[src/rtl/lkvc_pkg.sv]
// ---------------------------------------------------------------------------
// lkvc_pkg: shared types and constants of the LRU key-value cache
// Table geometry, field widths, request codes and the entry layout used by
// the table memory and the control logic.
// ---------------------------------------------------------------------------
package lkvc_pkg;

	localparam int unsigned ENTRIES = 16;
	localparam int unsigned IDX_W   = (ENTRIES > 1) ? $clog2(ENTRIES) : 1;
	localparam int unsigned CNT_W   = $clog2(ENTRIES + 1);
	localparam int unsigned RANK_W  = IDX_W;

	localparam int unsigned KEY_W   = 32;
	localparam int unsigned VAL_W   = 32;
	localparam int unsigned CAP_W   = 5;
	localparam int unsigned CMP_W   = (CNT_W > CAP_W) ? CNT_W : CAP_W;

	localparam int unsigned APB_AW  = 3;
	localparam int unsigned APB_DW  = 32;

	localparam logic [CAP_W-1:0] CAP_RESET = CAP_W'(16);
	localparam logic [VAL_W-1:0] MISS_VALUE = '1;

	// Request codes.
	localparam logic REQ_GET = 1'b0;
	localparam logic REQ_PUT = 1'b1;

	// Register indexes (byte address / 4).
	localparam logic [APB_AW-3:0] REG_CAPACITY = '0;

	// One table entry as held in memory.
	typedef struct packed {
		logic [KEY_W-1:0]  key;
		logic [VAL_W-1:0]  value;
		logic [RANK_W-1:0] rank;
	} entry_t;

endpackage

[src/rtl/lkvc_ram.sv]
// ---------------------------------------------------------------------------
// lkvc_ram: simple dual-port synchronous RAM
// One write port and one read port; read data is registered. Contents are
// undefined until written.
// ---------------------------------------------------------------------------
module lkvc_ram #(
	parameter int unsigned WIDTH = 8,
	parameter int unsigned DEPTH = 16,
	localparam int unsigned AW = (DEPTH > 1) ? $clog2(DEPTH) : 1
) (
	input  logic             clk,
	input  logic             we,
	input  logic [AW-1:0]    waddr,
	input  logic [WIDTH-1:0] wdata,
	input  logic             re,
	input  logic [AW-1:0]    raddr,
	output logic [WIDTH-1:0] rdata
);

	logic [WIDTH-1:0] mem [DEPTH];

	always_ff @(posedge clk) begin
		if (we) begin
			mem[waddr] <= wdata;
		end
	end

	always_ff @(posedge clk) begin
		if (re) begin
			rdata <= mem[raddr];
		end
	end

endmodule

[src/rtl/lru_key_value_cache_top.sv]
// ---------------------------------------------------------------------------
// lru_key_value_cache_top: fully associative key-value cache with LRU
// replacement.
//
// Requests arrive on the req channel (req_type, key, value) and are taken
// when req_valid and req_ready are both high. A get returns one transaction
// on the rsp channel (hit, read_value; read_value is all ones on a miss).
// A put returns nothing. Keys, values and recency ranks live in one table
// RAM; valid bits and the entry count sit in flip-flops.
// Each request first scans the whole table, one entry per cycle through the
// RAM read port. A get hit or any put then makes a second read-modify-write
// pass over the table to age ranks.
// One request is in work at a time; req_ready is high between requests.
// A finished response waits in an output register; if the receiver stalls,
// the next request is still taken, and only a second response waits.
// Reset and any write of the capacity register empty the table at once.
// Capacity is programmed over the APB port at address 0.
// ---------------------------------------------------------------------------
module lru_key_value_cache_top (
	input  logic                                clk,
	input  logic                                arst_n,
	// configuration
	input  logic                                psel,
	input  logic                                penable,
	input  logic                                pwrite,
	input  logic [lkvc_pkg::APB_AW-1:0]         paddr,
	input  logic [lkvc_pkg::APB_DW-1:0]         pwdata,
	output logic [lkvc_pkg::APB_DW-1:0]         prdata,
	output logic                                pready,
	// requests
	input  logic                                req_valid,
	output logic                                req_ready,
	input  logic                                req_type,
	input  logic signed [lkvc_pkg::KEY_W-1:0]   key,
	input  logic signed [lkvc_pkg::VAL_W-1:0]   value,
	// responses
	output logic                                rsp_valid,
	input  logic                                rsp_ready,
	output logic                                hit,
	output logic signed [lkvc_pkg::VAL_W-1:0]   read_value
);

	import lkvc_pkg::*;

	localparam logic [2:0] ST_IDLE   = 3'd0;
	localparam logic [2:0] ST_SCAN   = 3'd1;
	localparam logic [2:0] ST_DECIDE = 3'd2;
	localparam logic [2:0] ST_UPDATE = 3'd3;
	localparam logic [2:0] ST_RESULT = 3'd4;

	logic [2:0]         state_q;
	logic [CNT_W-1:0]   iss_cnt_q;
	logic               chk_s1;
	logic [IDX_W-1:0]   idx_s1;

	logic [CAP_W-1:0]   cap_q;
	logic [ENTRIES-1:0] valid_q;
	logic [CNT_W-1:0]   count_q;

	logic               req_type_q;
	logic [KEY_W-1:0]   key_q;
	logic [VAL_W-1:0]   val_q;

	logic               hit_found_q;
	logic [IDX_W-1:0]   hit_idx_q;
	logic [RANK_W-1:0]  hit_rank_q;
	logic [VAL_W-1:0]   hit_val_q;
	logic               free_found_q;
	logic [IDX_W-1:0]   free_idx_q;
	logic               lru_any_q;
	logic [IDX_W-1:0]   lru_idx_q;
	logic [RANK_W-1:0]  lru_rank_q;

	logic [IDX_W-1:0]   tgt_q;
	logic [RANK_W-1:0]  thresh_q;
	logic               inc_all_q;

	logic               rsp_valid_q;
	logic               hit_q;
	logic [VAL_W-1:0]   read_value_q;

	logic               ren;
	logic [IDX_W-1:0]   raddr;
	entry_t             rdata;
	logic               we;
	entry_t             wdata;
	logic [VAL_W-1:0]   upd_val;
	logic               last_s1;
	logic               cfg_wr;
	logic               req_acc;
	logic               rsp_load;
	logic               evict;
	logic [CAP_W-1:0]   cap1;
	entry_t             cur;

	assign pready    = 1'b1;
	assign cfg_wr    = psel && penable && pwrite && (paddr[APB_AW-1:2] == REG_CAPACITY);
	assign prdata    = (paddr[APB_AW-1:2] == REG_CAPACITY) ?
	                   APB_DW'(cap_q) : '0;

	assign req_ready = (state_q == ST_IDLE);
	assign req_acc   = req_valid && req_ready;
	assign rsp_valid = rsp_valid_q;
	assign hit       = hit_q;
	assign read_value = read_value_q;
	assign rsp_load  = (state_q == ST_RESULT) && (!rsp_valid_q || rsp_ready);

	// Capacity zero behaves as one; capacity above the table size is bounded
	// by the free-slot search, since a full table has no free slot.
	assign cap1  = (cap_q == '0) ? CAP_W'(1) : cap_q;
	assign evict = (CMP_W'(count_q) >= CMP_W'(cap1)) || !free_found_q;

	assign upd_val = (req_type_q == REQ_PUT) ? val_q : hit_val_q;
	assign cur     = rdata;

	// Both passes stream addresses 0..ENTRIES-1 through the read port.
	always_comb begin
		ren   = ((state_q == ST_SCAN) || (state_q == ST_UPDATE)) &&
		        (iss_cnt_q < CNT_W'(ENTRIES));
		raddr = iss_cnt_q[IDX_W-1:0];
	end

	assign last_s1 = chk_s1 && (idx_s1 == IDX_W'(ENTRIES - 1));

	// Write-back of the update pass: the entry read last cycle is written
	// while the next one is read, so the two addresses never meet.
	always_comb begin
		we    = 1'b0;
		wdata = cur;
		if ((state_q == ST_UPDATE) && chk_s1) begin
			if (idx_s1 == tgt_q) begin
				we          = 1'b1;
				wdata.key   = key_q;
				wdata.value = upd_val;
				wdata.rank  = '0;
			end else if (valid_q[idx_s1] && (inc_all_q || (cur.rank < thresh_q))) begin
				we         = 1'b1;
				wdata.rank = cur.rank + RANK_W'(1);
			end
		end
	end

	lkvc_ram #(
		.WIDTH ($bits(entry_t)),
		.DEPTH (ENTRIES)
	) u_table (
		.clk   (clk),
		.we    (we),
		.waddr (idx_s1),
		.wdata (wdata),
		.re    (ren),
		.raddr (raddr),
		.rdata (rdata)
	);

	always_ff @(posedge clk or negedge arst_n) begin
		if (!arst_n) begin
			state_q      <= ST_IDLE;
			iss_cnt_q    <= '0;
			chk_s1       <= 1'b0;
			cap_q        <= CAP_RESET;
			valid_q      <= '0;
			count_q      <= '0;
			hit_found_q  <= 1'b0;
			free_found_q <= 1'b0;
			lru_any_q    <= 1'b0;
			inc_all_q    <= 1'b0;
			rsp_valid_q  <= 1'b0;
		end else begin
			chk_s1 <= ren;
			if (ren) begin
				iss_cnt_q <= iss_cnt_q + CNT_W'(1);
			end
			if (rsp_valid_q && rsp_ready && !rsp_load) begin
				rsp_valid_q <= 1'b0;
			end

			case (state_q)
				ST_IDLE: begin
					if (req_acc) begin
						hit_found_q  <= 1'b0;
						free_found_q <= 1'b0;
						lru_any_q    <= 1'b0;
						iss_cnt_q    <= '0;
						state_q      <= ST_SCAN;
					end
				end
				ST_SCAN: begin
					if (chk_s1) begin
						if (valid_q[idx_s1] && (cur.key == key_q) && !hit_found_q) begin
							hit_found_q <= 1'b1;
						end
						if (!valid_q[idx_s1] && !free_found_q) begin
							free_found_q <= 1'b1;
						end
						if (valid_q[idx_s1] && (!lru_any_q || (cur.rank > lru_rank_q))) begin
							lru_any_q <= 1'b1;
						end
						if (last_s1) begin
							state_q <= ST_DECIDE;
						end
					end
				end
				ST_DECIDE: begin
					iss_cnt_q <= '0;
					if (hit_found_q) begin
						inc_all_q <= 1'b0;
						state_q   <= ST_UPDATE;
					end else if (req_type_q == REQ_GET) begin
						state_q <= ST_RESULT;
					end else begin
						// New key: every other valid entry ages by one.
						inc_all_q <= 1'b1;
						state_q   <= ST_UPDATE;
						if (!evict) begin
							valid_q[free_idx_q] <= 1'b1;
							count_q             <= count_q + CNT_W'(1);
						end
					end
				end
				ST_UPDATE: begin
					if (last_s1) begin
						state_q <= (req_type_q == REQ_GET) ? ST_RESULT : ST_IDLE;
					end
				end
				ST_RESULT: begin
					if (rsp_load) begin
						rsp_valid_q <= 1'b1;
						state_q     <= ST_IDLE;
					end
				end
				default: begin
					state_q <= ST_IDLE;
				end
			endcase

			if (cfg_wr) begin
				cap_q   <= pwdata[CAP_W-1:0];
				valid_q <= '0;
				count_q <= '0;
			end
		end
	end

	// Payload registers.
	always_ff @(posedge clk) begin
		idx_s1 <= raddr;
		if (req_acc) begin
			req_type_q <= req_type;
			key_q      <= key;
			val_q      <= value;
		end
		if ((state_q == ST_SCAN) && chk_s1) begin
			if (valid_q[idx_s1] && (cur.key == key_q) && !hit_found_q) begin
				hit_idx_q  <= idx_s1;
				hit_rank_q <= cur.rank;
				hit_val_q  <= cur.value;
			end
			if (!valid_q[idx_s1] && !free_found_q) begin
				free_idx_q <= idx_s1;
			end
			if (valid_q[idx_s1] && (!lru_any_q || (cur.rank > lru_rank_q))) begin
				lru_idx_q  <= idx_s1;
				lru_rank_q <= cur.rank;
			end
		end
		if (state_q == ST_DECIDE) begin
			if (hit_found_q) begin
				tgt_q    <= hit_idx_q;
				thresh_q <= hit_rank_q;
			end else begin
				tgt_q    <= evict ? lru_idx_q : free_idx_q;
				thresh_q <= '0;
			end
		end
		if (rsp_load) begin
			hit_q        <= hit_found_q;
			read_value_q <= hit_found_q ? hit_val_q : MISS_VALUE;
		end
	end

	// The entry count always matches the number of valid entries.
	a_count_matches_valid: assert property (@(posedge clk) disable iff (!arst_n)
		$countones(valid_q) == int'(count_q))
		else $error("entry count differs from number of valid entries");

	// The update pass never reads and writes the same entry in one cycle.
	a_no_rw_collision: assert property (@(posedge clk) disable iff (!arst_n)
		(ren && we) |-> (raddr != idx_s1))
		else $error("table read and write address collide");

	// A response only appears after the block reached its result state.
	a_rsp_from_result: assert property (@(posedge clk) disable iff (!arst_n)
		$rose(rsp_valid_q) |-> $past(state_q == ST_RESULT))
		else $error("response raised outside the result state");

	// A capacity write empties the store.
	a_cfg_clears: assert property (@(posedge clk) disable iff (!arst_n)
		cfg_wr |=> (count_q == '0) && (valid_q == '0))
		else $error("store not empty after capacity write");

endmodule
[config.mk]
export PLATFORM = sky130hd
export DESIGN_NAME = lru_key_value_cache_top
export DESIGN_NICKNAME = d
export VERILOG_FILES = /design/src/rtl/lkvc_pkg.sv /design/src/rtl/lkvc_ram.sv /design/src/rtl/lru_key_value_cache_top.sv
export SDC_FILE = /design/constraint.sdc
export NUM_CORES = 1
export LEC_CHECK = 0
export BUFFER_PORTS_ARGS = -buffer_cell sky130_fd_sc_hd__buf_2
export CELL_PAD_IN_SITES_DETAIL_PLACEMENT = 0
export CELL_PAD_IN_SITES_GLOBAL_PLACEMENT = 2
export CORE_MARGIN = 3
export CORE_UTILIZATION = 25
export CTS_CLUSTER_SIZE = 24
export DETAILED_ROUTE_END_ITERATION = 7
export GPL_ROUTABILITY_DRIVEN = 0
export HOLD_SLACK_MARGIN = 0.12
export PLACE_DENSITY = 0.44
export SLEW_MARGIN = 20
export SYNTH_ARGS = -nofsm -noshare
export SYNTH_HDL_FRONTEND = slang
export SYNTH_HIERARCHICAL = 1
export SYNTH_SLANG_ARGS = --single-unit
[constraint.sdc]
create_clock -name clk -period 7.4 [get_ports clk]
set_input_delay 0.74 -clock clk [delete_from_list [all_inputs] [get_ports clk]]
set_output_delay 0.74 -clock clk [all_outputs]
set_load 0.02 [all_outputs]
==> reports/results.tsv, run 1 <==
metric	value	unit
status	finished, final reports clean	
combinational group share of total power	22.9	%
Worst setup endpoint	u_table/mem[10][62]$_DFFE_PP_	
unrepaired setup endpoints after global routing	no	
GRT Total Usage	13.4	%
clk buf depth	3	
Synth area leader	edfxtp_1	
chip width	462	um
cells along the critical path	mux4_2 -> mux2i_1 -> mux2i_2 -> o311a_2 -> or2_1 -> nand3b_1 -> nor2_4 -> buf_12	
path length in cells of the critical path	8	
first-pass GRT wire length	202	mm
Final Worst Setup Slack	3.04	ns
total CTS buffers	160	
Setup WS pre-CTS	2.88	ns
Setup Buffers After CTS	0	
die height	462	um
Wirelength per Cell	25.8	um
Crit Path Class	register to register	
Slew Limit Fails	0	
core area	206000	sq um
crit end category	register	
Final Skew	0.0333	ns
area delta synth->final	18.8	%
Worst-Skew Late Latency	0.78	ns
Root Driver	clkbuf_16	
Hold WC Path Type	input port to register	
Setup crit start	idx_s1[0]$_DFF_P_	
HPWL after detailed placement	69.6	mm
num ports	175	
Internal	16400	uW
area of the mapped netlist	52000	sq um
FMAX	229	MHz
clock share of power	32.8	%
Detailed Route WL	144	mm
cts hold-fix bufs	51	
Resize count post-CTS	0	
share of layout cells above drive strength 1	25.6	%
fillers	19900	
r2r setup slk	3.04	ns
Flop pwr share	44.2	%
antenna-violating nets left	0	
vias in the first global route	26900	
WP data arrival	4.74	ns
Finish-stage setup viols	0	
NumNets Final	2881	
finished layout cell area	61700	sq um
endpoints failing hold	0	
Worst Path Required	7.78	ns
number of synthesized register bits	1358	
Post-synth EDFFs	1314	
number of port buffers	117	
Die ar.	213000	sq um
detailed-route via count	25000	
vias per cell	4.49	
H-Tree Depth	4	
DRC	0	
Pre-antenna DRT Iters	5	
most common cell after layout, fill and taps aside	edfxtp_1	
Reg2Reg Depth	8	
slew margin rel.	27.4	%
most frequent cells in the layout	edfxtp_1 (1314), mux4_2 (276), nand2_1 (240)	
Finished Layout Cells	5573	
hold_ws	0.205	ns
Crit path max-delay family	simple AND/OR/NAND/NOR gates	
startpoint types	register	
row count	166	
Netlist cell types	60	
Period Utilization, post-route	59.0	%
VDD IR max	0.000244	V
share of flip-flops with an asynchronous set or reset	2.95	%
Buf+Inv Stages, Crit Path	1	
Least-Margin Pin Slew	1.09	ns
Sum Neg Setup Slack	0	ns
ys flop type	edfxtp_1	
clk sink count	1358	
reg-to-reg startpoint	idx_s1[0]$_DFF_P_	
global route overflow	0	
Worst-path clk slew	0.05	ns
antenna violations before repair	7	
CTS tree	yes	
Sw Ratio	29.5	%
placed inst area	56000	sq um
cells after synthesis	2508	
reg-to-reg critical path endpoint	u_table/mem[10][62]$_DFFE_PP_	
worst-path maximum fanout	55	
Pleak	0.0197	uW
Cells after DPL	5233	
Starting DRT DRC Count	1897	
top-area cell type share of the netlist area	75.9	%
largest net degree at the start of global routing	83	
Slowest cell on crit path	dfxtp_1	
Max Cap Violations	0	
sequential-to-total area share from yosys stat	78.0	%
P_sw	6880	uW
slowest stage delay, CP	0.90	ns
min cycle time layout	4.36	ns
syn avg cell area	20.7	sq um
Synth area leaders	edfxtp_1 (76%), mux4_2 (12%), a22oi_1 (2.0%)	
Yosys Warn Count	6	
Starting Density	25.3	%
PD cells	378	nW/um^2
[power by group through the flow]
stage                     logic (uW)  clock network, uW  registers [uW]
after global placement          5330                  0           10500
final                           5350               7660           10300
after CTS                       5510               7930           10300
after floorplan                 3710                  0           10300
after global routing            5900               8240           10400
after detailed placement        5470                  0           10500
[metal layers]
| layer | GRT usage, % | routed length [um] | up-vias |
|---|---|---|---|
| met5 | 0 | 0 | - |
| met4 | 3.21 | 2640 | 0 |
| met3 | 2.69 | 6740 | 178 |
| met2 | 22.2 | 69600 | 625 |
| met1 | 18.2 | 64700 | 13500 |
| li1 | - | - | 10700 |
[metrics by stage]
step	total power, uW	utilization (%)
after floorplan	14000	-
after CTS	23800	30.0
after global routing	24500	30.0
after detailed placement	16000	27.3
after global placement	15800	27.3
final	23300	30.0
[final cells by class]
| cell class | count | area [sq um] | share of cell area, % |
|---|---|---|---|
| Antenna cell | 2 | 5.00 | 0.00811 |
| Clock buffer | 188 | 4180 | 6.77 |
| Clock inverter | 98 | 910 | 1.47 |
| Inverter | 14 | 55.1 | 0.0892 |
| Multi-Input combinational cell | 1007 | 10900 | 17.7 |
| Sequential cell | 1358 | 40500 | 65.7 |
| Tap cell | 2688 | 3360 | 5.45 |
| Timing Repair Buffer | 218 | 1730 | 2.80 |
[flip-flops by register name, indices dropped and copies added (netlist names), 5 cells and up]
| signal | cells |
|---|---|
| key_q | 32 |
| u_table/mem | 1088 |
| hit_val_q | 32 |
| iss_cnt_q | 5 |
| count_q | 5 |
| cap_q | 5 |
| val_q | 32 |
| valid_q | 16 |
| read_value | 32 |
| u_table/rdata | 68 |
[cells by family after synthesis]
group,synth area share [%]
AOI/OAI and AO/OA,3.11
other,0.0144
DFF,78.0
buffers and inverters,1.62
and+or+nand+nor,3.33
muxes,12.9
adders and majority gates,0.361
xor gates and xnor gates,0.691
[worst reg2reg max path, cell delays in order (launching register included)]
cell and delay [ns]:
dfxtp_1 0.90, mux4_2 0.39, mux2i_1 0.10, mux2i_2 0.40, o311a_2 0.37, or2_1 0.23
nand3b_1 0.32, nor2_4 0.64, buf_12 0.53
[synth_stat cells (14+ instances only)]
| cell | count |
|---|---|
| buf_2 | 32 |
| mux2i_1 | 38 |
| nand2_1 | 240 |
| o21ai_1 | 34 |
| xor2_1 | 30 |
| nand2b_1 | 46 |
| a22oi_1 | 136 |
| edfxtp_1 | 1314 |
| clkbuf_1 | 77 |
| ha_1 | 15 |
| dfrtp_1 | 39 |
| nor2_1 | 35 |
| inv_1 | 14 |
| mux4_2 | 276 |
| buf_4 | 39 |
[worst min path at each step]
| stage | start | endpoint | slack (ns) | depth (start not counted) |
|---|---|---|---|---|
| 2_1_floorplan | iss_cnt_q[1]$_DFF_PN0_ | idx_s1[1]$_DFF_P_ | 0.42 | 0 |
| 3_3_place_gp | u_table/rdata[18]$_DFFE_PP_ | hit_val_q[14]$_DFFE_PP_ | 0.43 | 0 |
| 3_5_place_dp | u_table/rdata[24]$_DFFE_PP_ | hit_val_q[20]$_DFFE_PP_ | 0.43 | 0 |
| 4_1_cts | pwdata[2] | cap_q[2]$_DFFE_PN0P_ | 0.12 | 3 |
| 5_1_grt | key[25] | key_q[25]$_DFFE_PP_ | 0.14 | 1 |
| 6_report | pwdata[4] | cap_q[4]$_DFFE_PN1P_ | 0.20 | 3 |
No activity file was read; power rests on OpenSTA's default activity.
==> run 2: changes to the inputs <==
- clock period: 7.4 -> 4 ns (I/O delays scaled with it)
==> run 2 against run 1 <==
Effect of this change: first-iteration DRC count up 0.32%; clock skew increased by 0.0018 ns; largest cell class unchanged; core utilization increased by 0.52 points.
==> reports/results.tsv, run 2 (synthesis results as in run 1) <==
metric	value	unit
share of layout cells above drive strength 1	26.3	%
Worst-path clk slew	0.06	ns
antenna violations before repair	6	
unrepaired setup endpoints after global routing	no	
max reg flops	1088	
number of port buffers	117	
DRC	0	
Max Cap Violations	0	
WP data arrival	3.96	ns
Regs by FF count	u_table/mem (1088), u_table/rdata (68)	
Slew Limit Fails	0	
detailed-route via count	25200	
min cycle time layout	3.52	ns
Final Skew	0.0351	ns
Finish-stage setup viols	0	
placed inst area	57100	sq um
Die ar.	213000	sq um
slew margin rel.	26.0	%
area delta synth->final	20.8	%
finished layout cell area	62800	sq um
most frequent cells in the layout	edfxtp_1 (1314), mux4_2 (276), nand2_1 (240)	
Resize count post-CTS	0	
Crit Path Class	register to register	
Reg with most FFs	u_table/mem	
PD cells	690	nW/um^2
Pleak	0.0202	uW
Root Driver	clkbuf_16	
endpoints failing hold	0	
most common cell after layout, fill and taps aside	edfxtp_1	
Period Utilization, post-route	88.0	%
status	finished, final reports clean	
NumNets Final	2971	
Worst-Skew Late Latency	0.79	ns
clk buf depth	3	
die height	462	um
power consumption	43300	uW
Least-Margin Pin Slew	1.11	ns
startpoint types	register	
total CTS buffers	158	
Pre-antenna DRT Iters	5	
antenna-violating nets left	0	
row count	166	
crit end category	register	
Starting Density	25.3	%
num ports	175	
FMAX	284	MHz
first-pass GRT wire length	203	mm
Detailed Route WL	142	mm
Worst Path Required	4.44	ns
CTS tree	yes	
Hold WC Path Type	input port to async pin	
r2r setup slk	0.48	ns
largest net degree at the start of global routing	69	
chip width	462	um
core area	206000	sq um
clk sink count	1358	
H-Tree Depth	4	
VDD IR max	0.000453	V
vias per cell	4.45	
Wirelength per Cell	25.1	um
GRT Total Usage	13.3	%
Starting DRT DRC Count	1903	
worst-path maximum fanout	24	
vias in the first global route	27600	
global route overflow	0	
HPWL after detailed placement	76.1	mm
run 2: cell types whose count changed in the layout (fill, tap and decap cells not counted), sizes merged:
cell         previous run  this run
buf                   166       237
bufinv                 14        11
clkbuf                188       207
clkinv                 73        59
clkinvlp                5         2
dlygate4sd3            52        73
inv                    20        18
run 2: final timing paths:
| kind | from | to | depth (start not counted) |
|---|---|---|---|
| hold / removal | arst_n | state_q[0]$_DFFE_PN0P_ | 2 |
| setup / recovery | u_table/rdata[1]$_DFFE_PP_ | u_table/mem[8][29]$_DFFE_PP_ | 8 |
| max in group asynchronous | arst_n | iss_cnt_q[1]$_DFF_PN0_ | 2 |
| min in group clk | penable | valid_q[15]$_DFFE_PN0P_ | 4 |
| setup reg to reg | u_table/rdata[1]$_DFFE_PP_ | u_table/mem[8][29]$_DFFE_PP_ | 8 |
| hold reg to reg | u_table/rdata[6]$_DFFE_PP_ | hit_val_q[2]$_DFFE_PP_ | 0 |
run 2: routing by layer:
metal,up-vias,wire (um),global-route usage [%]
met4,0,2740,3.42
met2,571,67800,21.7
met3,187,6160,2.51
li1,10900,-,-
met1,13600,65100,18.3
met5,-,0,0
run 2: worst max-delay path, cell delays in order, from the launching register on:
cell      delay, ns
edfxtp_1       0.50
ha_1           0.33
a21o_1         0.17
a211oi_1       0.39
o311a_4        0.30
or2_1          0.17
nand3b_1       0.35
nor3_4         0.62
buf_12         0.31
run 2: cell type report:
cell class	count	area [sq um]
Multi-Input combinational cell	1007	10900
Inverter	14	55.1
Antenna cell	2	5.00
Fill cell	19900	143000
Clock buffer	207	4220
Tap cell	2688	3360
Timing Repair Buffer	310	2960
Sequential cell	1358	40600
Clock inverter	76	737
run 2: metrics by stage:
stage	setup WS (ns)	std cells	utilization (%)	TNS (ns)	hold slack [ns]
2_1_floorplan	-0.241	2534	-	-80.98	0.104
3_3_place_gp	0.453	5303	27.8	0	0.432
3_5_place_dp	0.511	5303	27.8	0	0.433
4_1_cts	0.480	5659	30.5	0	0.241
5_1_grt	0.348	5662	30.5	0	0.162
6_report	0.482	5662	30.5	0	0.175
run 2: timing repair:
item / CTS / global route
hold buffers: 73 / 0
hold endpoints to repair: 118 / 0
buffers inserted: 0 / 0
run 2: where the power goes:
group / leakage, uW / switching [uW] / internal, uW
clock network: 0.00241 / 5790 / 8140
logic: 0.00545 / 6260 / 3970
registers: 0.0124 / 761 / 18400
